--- src/hdl/can_frame_receive_queue_top_macros.svh ---
// assertion macros for the receive queue, used by can_rxq_ctrl
// expects clk and rst_n in the scope of use
`ifndef CAN_FRAME_RECEIVE_QUEUE_TOP_MACROS_SVH
`define CAN_FRAME_RECEIVE_QUEUE_TOP_MACROS_SVH

// same-cycle implication
`define CRQ_ASSERT_NOW(label, ante, cons, msg) \
    label: assert property (@(posedge clk) disable iff (!rst_n) (ante) |-> (cons)) \
        else $error(msg);

// next-cycle implication
`define CRQ_ASSERT_NEXT(label, ante, cons, msg) \
    label: assert property (@(posedge clk) disable iff (!rst_n) (ante) |=> (cons)) \
        else $error(msg);

`endif

--- src/hdl/can_rxq_pkg.sv ---
// types and constants for the can frame receive queue
// no dependencies
`default_nettype none

package can_rxq_pkg;

    localparam int SLOTS_DEFAULT = 16;
    localparam int ID_W          = 29;
    localparam int DATA_W        = 64;
    localparam int LEN_W         = 4;
    localparam int DROP_W        = 8;
    localparam int HW_OUT_W      = 4;

    localparam logic [LEN_W-1:0]    REQ_LEN  = 4'd8;
    localparam logic [DROP_W-1:0]   DROP_MAX = 8'hFF;
    localparam logic [HW_OUT_W-1:0] HW_MAX   = 4'd15;

    localparam logic ACT_PUSH = 1'b0;
    localparam logic ACT_POP  = 1'b1;

    typedef enum logic [2:0] {
        ST_STORED   = 3'd0,
        ST_REJECTED = 3'd1,
        ST_FULL     = 3'd2,
        ST_POPPED   = 3'd3,
        ST_EMPTY    = 3'd4
    } status_t;

    typedef struct packed {
        status_t               status;
        logic [ID_W-1:0]       id;
        logic [DATA_W-1:0]     data;
        logic [DROP_W-1:0]     drop_count;
        logic [HW_OUT_W-1:0]   high_water;
    } result_t;

    typedef struct packed {
        logic wr_en;
        logic rd_en;
    } mem_ctl_t;

endpackage

`default_nettype wire

--- src/hdl/can_rxq_mem.sv ---
// frame slot storage: one write port, one registered read port
// depends on can_rxq_pkg
`default_nettype none

module can_rxq_mem #(
    parameter int SLOTS = can_rxq_pkg::SLOTS_DEFAULT,
    parameter int PTR_W = $clog2(SLOTS)
) (
    input  wire logic                          clk,
    input  wire can_rxq_pkg::mem_ctl_t         ctl,
    input  wire logic [PTR_W-1:0]              wr_addr,
    input  wire logic [can_rxq_pkg::ID_W-1:0]  wr_id,
    input  wire logic [can_rxq_pkg::DATA_W-1:0] wr_data,
    input  wire logic [PTR_W-1:0]              rd_addr,
    output logic      [can_rxq_pkg::ID_W-1:0]  rd_id,
    output logic      [can_rxq_pkg::DATA_W-1:0] rd_data
);

    logic [can_rxq_pkg::ID_W-1:0]   id_mem   [SLOTS];
    logic [can_rxq_pkg::DATA_W-1:0] data_mem [SLOTS];
    logic [can_rxq_pkg::ID_W-1:0]   rd_id_reg;
    logic [can_rxq_pkg::DATA_W-1:0] rd_data_reg;

    always_ff @(posedge clk)
    begin
        if (ctl.wr_en)
        begin
            id_mem[wr_addr]   <= wr_id;
            data_mem[wr_addr] <= wr_data;
        end
    end

    // read data only moves on a pop, so it holds while the result waits
    always_ff @(posedge clk)
    begin
        if (ctl.rd_en)
        begin
            rd_id_reg   <= id_mem[rd_addr];
            rd_data_reg <= data_mem[rd_addr];
        end
    end

    assign rd_id   = rd_id_reg;
    assign rd_data = rd_data_reg;

endmodule

`default_nettype wire

--- src/hdl/can_rxq_ctrl.sv ---
// queue control: filter, pointers, drop counter, high-water mark, result register
// depends on can_rxq_pkg and the assertion macro header
`default_nettype none
`include "can_frame_receive_queue_top_macros.svh"

module can_rxq_ctrl #(
    parameter int SLOTS = can_rxq_pkg::SLOTS_DEFAULT,
    parameter int PTR_W = $clog2(SLOTS)
) (
    input  wire logic                             clk,
    input  wire logic                             rst_n,
    input  wire logic                             item_valid,
    output logic                                  item_ready,
    input  wire logic                             action,
    input  wire logic [can_rxq_pkg::LEN_W-1:0]    frame_length,
    input  wire logic                             is_extended,
    input  wire logic                             is_remote,
    output can_rxq_pkg::mem_ctl_t                 mem_ctl,
    output logic      [PTR_W-1:0]                 wr_ptr,
    output logic      [PTR_W-1:0]                 rd_ptr,
    input  wire logic [can_rxq_pkg::ID_W-1:0]     rd_id,
    input  wire logic [can_rxq_pkg::DATA_W-1:0]   rd_data,
    output logic                                  res_valid,
    input  wire logic                             res_ready,
    output can_rxq_pkg::result_t                  res
);

    localparam int OCC_W = PTR_W + 1;
    localparam int HW_W  = (PTR_W > can_rxq_pkg::HW_OUT_W) ? PTR_W : can_rxq_pkg::HW_OUT_W;

    logic [PTR_W-1:0]                  wp_reg, wp_next;
    logic [PTR_W-1:0]                  rp_reg, rp_next;
    logic [can_rxq_pkg::DROP_W-1:0]    drop_reg, drop_next;
    logic [PTR_W-1:0]                  peak_reg, peak_next;
    logic                              valid_reg, valid_next;
    can_rxq_pkg::status_t              status_reg, status_next;
    logic [can_rxq_pkg::HW_OUT_W-1:0]  hw_reg, hw_next;

    logic             item_fire;
    logic             filter_ok;
    logic             is_full;
    logic             is_empty;
    logic [PTR_W-1:0] wp_adv;
    logic [PTR_W-1:0] rp_adv;
    logic [OCC_W-1:0] used_wide;
    logic [PTR_W-1:0] used;
    logic [HW_W-1:0]  peak_ext;

    assign item_ready = !valid_reg || res_ready;
    assign item_fire  = item_valid && item_ready;

    assign filter_ok = (frame_length == can_rxq_pkg::REQ_LEN) && is_extended && !is_remote;
    assign wp_adv    = (wp_reg == PTR_W'(SLOTS - 1)) ? '0 : wp_reg + 1'b1;
    assign rp_adv    = (rp_reg == PTR_W'(SLOTS - 1)) ? '0 : rp_reg + 1'b1;
    assign is_full   = (wp_adv == rp_reg);
    assign is_empty  = (rp_reg == wp_reg);

    // occupancy after a store, wrapping for any slot count
    assign used_wide = ({1'b0, wp_adv} >= {1'b0, rp_reg})
                     ? ({1'b0, wp_adv} - {1'b0, rp_reg})
                     : ({1'b0, wp_adv} + OCC_W'(SLOTS) - {1'b0, rp_reg});
    assign used      = used_wide[PTR_W-1:0];

    always_comb
    begin
        wp_next     = wp_reg;
        rp_next     = rp_reg;
        drop_next   = drop_reg;
        peak_next   = peak_reg;
        status_next = status_reg;
        mem_ctl     = '0;
        if (item_fire)
        begin
            if (action == can_rxq_pkg::ACT_PUSH)
            begin
                if (!filter_ok)
                begin
                    status_next = can_rxq_pkg::ST_REJECTED;
                end
                else if (is_full)
                begin
                    status_next = can_rxq_pkg::ST_FULL;
                    if (drop_reg != can_rxq_pkg::DROP_MAX)
                    begin
                        drop_next = drop_reg + 1'b1;
                    end
                end
                else
                begin
                    status_next   = can_rxq_pkg::ST_STORED;
                    mem_ctl.wr_en = 1'b1;
                    wp_next       = wp_adv;
                    if (used > peak_reg)
                    begin
                        peak_next = used;
                    end
                end
            end
            else
            begin
                if (is_empty)
                begin
                    status_next = can_rxq_pkg::ST_EMPTY;
                end
                else
                begin
                    status_next   = can_rxq_pkg::ST_POPPED;
                    mem_ctl.rd_en = 1'b1;
                    rp_next       = rp_adv;
                end
            end
        end
    end

    // high-water output saturates at what four bits can show
    assign peak_ext = HW_W'(peak_next);
    assign hw_next  = (peak_ext > HW_W'(can_rxq_pkg::HW_MAX))
                    ? can_rxq_pkg::HW_MAX : peak_ext[can_rxq_pkg::HW_OUT_W-1:0];

    assign valid_next = item_fire ? 1'b1 : (res_ready ? 1'b0 : valid_reg);

    always_ff @(posedge clk or negedge rst_n)
    begin
        if (!rst_n)
        begin
            wp_reg     <= '0;
            rp_reg     <= '0;
            drop_reg   <= '0;
            peak_reg   <= '0;
            valid_reg  <= 1'b0;
            status_reg <= can_rxq_pkg::ST_STORED;
            hw_reg     <= '0;
        end
        else
        begin
            wp_reg    <= wp_next;
            rp_reg    <= rp_next;
            drop_reg  <= drop_next;
            peak_reg  <= peak_next;
            valid_reg <= valid_next;
            if (item_fire)
            begin
                status_reg <= status_next;
                hw_reg     <= hw_next;
            end
        end
    end

    assign wr_ptr    = wp_reg;
    assign rd_ptr    = rp_reg;
    assign res_valid = valid_reg;

    always_comb
    begin
        res            = '0;
        res.status     = status_reg;
        res.drop_count = drop_reg;
        res.high_water = hw_reg;
        if (status_reg == can_rxq_pkg::ST_POPPED)
        begin
            res.id   = rd_id;
            res.data = rd_data;
        end
    end

    `CRQ_ASSERT_NEXT(a_drop_monotonic, 1'b1, drop_reg >= $past(drop_reg), "drop count went down")
    `CRQ_ASSERT_NEXT(a_peak_monotonic, 1'b1, peak_reg >= $past(peak_reg), "high-water went down")
    `CRQ_ASSERT_NEXT(a_pop_advances, item_fire && action && !is_empty, rp_reg != $past(rp_reg), "pop left read pointer")
    `CRQ_ASSERT_NEXT(a_full_holds_wp, item_fire && !action && filter_ok && is_full, wp_reg == $past(wp_reg), "drop moved write pointer")
    `CRQ_ASSERT_NOW(a_ptr_range, 1'b1, (wp_reg <= PTR_W'(SLOTS - 1)) && (rp_reg <= PTR_W'(SLOTS - 1)), "pointer out of range")

endmodule

`default_nettype wire

--- src/hdl/can_rxq_out_buf.sv ---
// two-entry output buffer between the result register and the result channel
// depends on can_rxq_pkg
`default_nettype none

module can_rxq_out_buf (
    input  wire logic                  clk,
    input  wire logic                  rst_n,
    input  wire logic                  in_valid,
    output logic                       in_ready,
    input  wire can_rxq_pkg::result_t  in_beat,
    output logic                       out_valid,
    input  wire logic                  out_ready,
    output can_rxq_pkg::result_t       out_beat
);

    logic [1:0]           count_reg, count_next;
    can_rxq_pkg::result_t e0_reg, e1_reg;
    logic                 push;
    logic                 pop;

    assign in_ready  = (count_reg != 2'd2);
    assign out_valid = (count_reg != 2'd0);
    assign push      = in_valid && in_ready;
    assign pop       = out_valid && out_ready;

    always_comb
    begin
        count_next = count_reg;
        if (push && !pop)
        begin
            count_next = count_reg + 2'd1;
        end
        else if (pop && !push)
        begin
            count_next = count_reg - 2'd1;
        end
    end

    always_ff @(posedge clk or negedge rst_n)
    begin
        if (!rst_n)
        begin
            count_reg <= 2'd0;
        end
        else
        begin
            count_reg <= count_next;
        end
    end

    // head always in e0; push and pop together only happen with one beat held
    always_ff @(posedge clk)
    begin
        if (push && pop)
        begin
            e0_reg <= in_beat;
        end
        else if (pop)
        begin
            e0_reg <= e1_reg;
        end
        else if (push)
        begin
            if (count_reg == 2'd0)
            begin
                e0_reg <= in_beat;
            end
            else
            begin
                e1_reg <= in_beat;
            end
        end
    end

    assign out_beat = e0_reg;

endmodule

`default_nettype wire

--- src/hdl/can_frame_receive_queue_top.sv ---
// can frame receive queue: top level
// instantiates can_rxq_ctrl, can_rxq_mem and can_rxq_out_buf; uses can_rxq_pkg
//
// input channel item_valid/item_ready carries one action beat: a push that
// offers a frame (action 0) or a pop of the oldest frame (action 1). a push
// is stored only if frame_length is 8, is_extended is set and is_remote is
// clear; otherwise status is "rejected". with the ring full (SLOTS-1 frames)
// the push is dropped and drop_count rises, saturating at 255.
// result channel result_valid/result_ready returns one beat per action with
// status, popped frame (zero otherwise), drop_count and high_water.
// an accepted action passes the result register and then the output buffer
// before result_valid rises. throughput is one beat per cycle while
// item_ready is high; the filter, pointer compare and slot memory write/read
// all complete in the accepting cycle, the slot read landing in a register.
// if the receiver stalls, up to three results are held (result register plus
// two-entry output buffer) before item_ready drops.
// reset clears pointers, counters and valid flags at once; slot contents are
// not cleared and are only read after being written.
`default_nettype none

module can_frame_receive_queue_top #(
    parameter int SLOTS = can_rxq_pkg::SLOTS_DEFAULT
) (
    input  wire logic                            clk,
    input  wire logic                            rst_n,
    input  wire logic                            item_valid,
    output logic                                 item_ready,
    input  wire logic                            action,
    input  wire logic [can_rxq_pkg::LEN_W-1:0]   frame_length,
    input  wire logic                            is_extended,
    input  wire logic                            is_remote,
    input  wire logic [can_rxq_pkg::ID_W-1:0]    frame_id,
    input  wire logic [can_rxq_pkg::DATA_W-1:0]  frame_data,
    output logic                                 result_valid,
    input  wire logic                            result_ready,
    output logic      [2:0]                      status,
    output logic      [can_rxq_pkg::ID_W-1:0]    out_id,
    output logic      [can_rxq_pkg::DATA_W-1:0]  out_data,
    output logic      [can_rxq_pkg::DROP_W-1:0]  drop_count,
    output logic      [can_rxq_pkg::HW_OUT_W-1:0] high_water
);

    localparam int PTR_W = $clog2(SLOTS);

    can_rxq_pkg::mem_ctl_t          mem_ctl;
    logic [PTR_W-1:0]               wr_ptr;
    logic [PTR_W-1:0]               rd_ptr;
    logic [can_rxq_pkg::ID_W-1:0]   rd_id;
    logic [can_rxq_pkg::DATA_W-1:0] rd_data;
    logic                           res_valid;
    logic                           res_ready;
    can_rxq_pkg::result_t           res;
    can_rxq_pkg::result_t           out_beat;

    can_rxq_ctrl #(
        .SLOTS (SLOTS),
        .PTR_W (PTR_W)
    ) u_ctrl (
        .clk          (clk),
        .rst_n        (rst_n),
        .item_valid   (item_valid),
        .item_ready   (item_ready),
        .action       (action),
        .frame_length (frame_length),
        .is_extended  (is_extended),
        .is_remote    (is_remote),
        .mem_ctl      (mem_ctl),
        .wr_ptr       (wr_ptr),
        .rd_ptr       (rd_ptr),
        .rd_id        (rd_id),
        .rd_data      (rd_data),
        .res_valid    (res_valid),
        .res_ready    (res_ready),
        .res          (res)
    );

    can_rxq_mem #(
        .SLOTS (SLOTS),
        .PTR_W (PTR_W)
    ) u_mem (
        .clk     (clk),
        .ctl     (mem_ctl),
        .wr_addr (wr_ptr),
        .wr_id   (frame_id),
        .wr_data (frame_data),
        .rd_addr (rd_ptr),
        .rd_id   (rd_id),
        .rd_data (rd_data)
    );

    can_rxq_out_buf u_out_buf (
        .clk       (clk),
        .rst_n     (rst_n),
        .in_valid  (res_valid),
        .in_ready  (res_ready),
        .in_beat   (res),
        .out_valid (result_valid),
        .out_ready (result_ready),
        .out_beat  (out_beat)
    );

    assign status     = out_beat.status;
    assign out_id     = out_beat.id;
    assign out_data   = out_beat.data;
    assign drop_count = out_beat.drop_count;
    assign high_water = out_beat.high_water;

endmodule

`default_nettype wire

--- config.mk ---
export PLATFORM = sky130hd
export DESIGN_NAME = can_frame_receive_queue_top
export DESIGN_NICKNAME = d
export VERILOG_FILES = /design/src/hdl/can_rxq_pkg.sv /design/src/hdl/can_rxq_mem.sv /design/src/hdl/can_rxq_ctrl.sv /design/src/hdl/can_rxq_out_buf.sv /design/src/hdl/can_frame_receive_queue_top.sv
export VERILOG_INCLUDE_DIRS = /design/src /design/src/hdl
export SDC_FILE = /design/constraint.sdc
export NUM_CORES = 2
export LEC_CHECK = 0
export ABC_AREA = 0
export BUFFER_PORTS_ARGS = -buffer_cell sky130_fd_sc_hd__buf_2
export CAP_MARGIN = 10
export CORE_AREA = 2 2 356 358
export DETAILED_ROUTE_END_ITERATION = 7
export DIE_AREA = 0 0 358 360
export PLACE_DENSITY = 0.8
export REMOVE_ABC_BUFFERS = 1
export SLEW_MARGIN = 30
export SYNTH_ARGS = -nofsm -noshare
export SYNTH_HDL_FRONTEND = slang
export SYNTH_SLANG_ARGS = --single-unit
export TNS_END_PERCENT = 10
--- constraint.sdc ---
create_clock -name clk -period 11.5 [get_ports clk]
set_clock_uncertainty 0.05 [all_clocks]
set_input_delay 1.725 -clock clk [delete_from_list [all_inputs] [get_ports clk]]
set_output_delay 1.725 -clock clk [all_outputs]
set_load 0.005 [all_outputs]
==> results.yml <==
grt:
  overflow: 0
  grt_first_pass_wirelength_um: 241000
  grt_max_degree: 157
  antenna_found_initial: 24
  grt_pass1_vias: 34800
  grt_usage_pct: 25.9
synthesis:
  yosys_warnings: 0
  synth_area_per_cell_um2: 21.6
  synth-seq-cells: 1827
  syn_inst: 3208
  syn-cell-area_mm2: 0.0694
  ys_types: 56
  ys_async_sr_fraction_pct: 1.64
  synth_edf_count: 1797
  ys.flop_type: "edfxtp_1"
  ys_seq_area_share_pct: 78.8
routing:
  drtIter0Drc: 4781
  drtPass1Iterations: 6
  drc: 0
  vias_per_cell: 6.54
  routed_wl_um: 165000
  vias: 34500
  wl_per_cell_um: 31.3
  antenna_left: 0
cts:
  cts_setup_buffers: 0
  cts.sinks: 1827
  clkSlewWorstSetupHoldPaths_ns: 0.06
  cts_tree: "done"
  clockBufferDepth: 3
  ctsResizeCount: 0
  clk_latency_ns: 0.80
  hold_buffers: 0
  cts_buffers: 175
  cts_root_buffer: "clkbuf_16"
  cts_max_level: 4
floorplan:
  start_util_pct: 55.6
  num_rows: 130
  io_pins: 214
  die-width_um: 358
  die_area_mm2: 0.129
  die_y_um: 360
  core_area_mm2: 0.125
timing:
  period_share_pct: 50.8
  maxSlewHeadroom_pct: 32.0
  worst_slew_pin_slew_ns: 1.02
  final-max-slew-violation-count: 0
  hold_viol_final: 0
  fmax_ghz: 0.171
  layout_min_cycle_time_ns: 5.85
  rsz0062_at_grt: "no"
  setup_viol: 0
  setup_tns_ns: 0
min_path:
  holdPathEnd: "u_out_buf.e1_reg[2]$_DFFE_PP_"
  holdCritStartpoint: "u_ctrl.hw_reg[2]$_DFFE_PN0P_"
  hp-class: "register to register"
  whs_path_depth: 0
power_and_ir_drop:
  leakage_nw: 25.2
  power_mw: 18.3
  internal-power_mw: 13.1
  pwr-share-seq_pct: 44.7
  power_density_mw_per_mm2: 234
  peakVddDrop_mv: 0.235
  clkPwrFrac_pct: 31.3
  combinationalPowerShare_pct: 24.0
  switchingPower_mw: 5.21
  p_sw_share_pct: 28.5
setup_path:
  critPathCaptureType: "register"
  path_max_fanout: 58
  reg2reg_slack_ns: 5.65
  critPathRequiredTime_ns: 11.85
  startpoint_type: "register"
  r2r-end: "u_mem.data_mem[1][8]$_DFFE_PP_"
  reg2reg_from: "u_ctrl.rd_ptr[1]$_DFFE_PN0P_"
  worstSetupPathType: "register to register"
  worstRegToRegCells: 9
  cp.arrival_ns: 6.20
cells_and_area:
  top_register: "u_mem.data_mem"
  final_cell_mix: "1797 x edfxtp_1, 372 x mux4_2, 213 x buf_2"
  largest_register_ffs: 1024
  stdcell_count: 5276
  layout.nets: 3598
  final_common_cell: "edfxtp_1"
  reg_top3: "u_mem.data_mem x1024, u_mem.id_mem x464"
  areaGrowthSynthToFinish_pct: 12.7
  layout-drive-gt1-share_pct: 28.4
place:
  placedCellCount: 4948
  place.port_buffers: 213
  globalplace.congestion: 0.766
  dpl.hpwl_um: 83000
status:
  outcome: "finished, final reports clean"
flow_run:
  maxCapViolCount: 0
## power by group through the flow
stage / registers [mW] / logic [mW] / clock network [mW]
2_1_floorplan: 8.74 / 3.49 / 0
3_3_place_gp: 8.35 / 4.14 / 0
3_5_place_dp: 8.34 / 4.26 / 0
4_1_cts: 8.21 / 4.40 / 5.77
5_1_grt: 8.21 / 4.71 / 6.01
6_report: 8.18 / 4.40 / 5.73
## per-layer routing
metal,GRT usage (%),part of all wire [%],vias up
met3,5.82,11,317
li1,-,-,13700
met2,40.7,49,2551
met1,37.1,38,17900
met5,0,0.069,-
met4,6.95,2.5,18
## area by class of cell
type / count / area [um^2]
Clock inverter: 106 / 1040
Tap cell: 1650 / 2060
Antenna cell: 9 / 22.5
Fill cell: 7881 / 46700
Clock buffer: 210 / 4610
Inverter: 14 / 56.3
Multi-Input combinational cell: 1192 / 14000
Timing Repair Buffer: 268 / 1720
Sequential cell: 1827 / 54700
## worst max-delay path by stage
stage,from,end,slack [ns],depth (start not counted)
2_1_floorplan,u_ctrl.rd_ptr[0]$_DFFE_PN0P_,u_mem.data_mem[1][0]$_DFFE_PP_,-14.82,5
3_3_place_gp,u_ctrl.rd_ptr[1]$_DFFE_PN0P_,u_mem.data_mem[1][38]$_DFFE_PP_,5.83,9
3_5_place_dp,u_ctrl.rd_ptr[1]$_DFFE_PN0P_,u_mem.data_mem[1][51]$_DFFE_PP_,5.71,9
4_1_cts,u_ctrl.rd_ptr[1]$_DFFE_PN0P_,u_mem.data_mem[3][36]$_DFFE_PP_,5.64,9
5_1_grt,u_ctrl.rd_ptr[1]$_DFFE_PN0P_,u_mem.id_mem[0][3]$_DFFE_PP_,5.46,9
6_report,u_ctrl.rd_ptr[1]$_DFFE_PN0P_,u_mem.data_mem[1][8]$_DFFE_PP_,5.65,9
## synthesized netlist by cell type, types with 2 or more instances
master	count	area, um^2
and2_0	4	25.0
a21oi_1	3	15.0
nand3_1	9	45.0
buf_2	52	260
mux2_2	111	1250
xor2_1	4	35.0
inv_1	14	52.6
dfrtp_1	30	751
nor2_1	8	30.0
and4_1	6	52.6
mux2i_1	2	20.0
ha_1	15	188
xnor2_1	13	114
and3_1	5	31.3
buf_1	11	41.3
nor3b_1	2	15.0
edfxtp_1	1797	54000
buf_4	2	15.0
mux4_2	372	8380
and2_1	191	1190
a211oi_1	93	698
nand2b_1	6	37.5
nand2_1	201	754
nor2b_1	2	12.5
nand4_1	5	31.3
nor4b_1	5	43.8
a31oi_1	98	613
nor3_1	3	15.0
o21ai_0	7	35.0
clkbuf_1	110	413
or2_2	2	12.5
## metrics by stage
| step | util (%) | hold slack (ns) | worst slack, ns | instance area, um^2 |
|---|---|---|---|---|
| detailed placement | 58.0 | 0.415 | 5.71 | 72500 |
| floorplan | - | 0.384 | -14.82 | 68700 |
| CTS | 62.5 | 0.419 | 5.64 | 78100 |
| global placement | 57.9 | 0.415 | 5.83 | 72300 |
| finish | 62.6 | 0.422 | 5.65 | 78200 |
| global route | 62.6 | 0.436 | 5.46 | 78200 |
## critical path, stage by stage, from the launching register on
cell	delay [ns]
dfrtp_4	0.99
clkinv_2	0.96
ha_1	0.63
nand4_1	0.13
mux2i_2	0.14
buf_4	0.24
nand2b_1	0.29
nor4b_2	0.33
buf_4	0.70
buf_4	0.90
## cell families (layout without fill, tap and decap cells)
family          Yosys count  count (layout)  synth area share, %
flops                  1827            1827                 78.8
mux                     486             486                 13.9
simple gates            458             458                 3.44
compound gates          214             214                 2.13
buf+inv                 189             598                 1.13
xor+xnor                 18              18                0.247
fa+ha+maj                16              16                0.299
other cells               0               9                    0
Note: power is estimated with default switching activity, not from simulation.
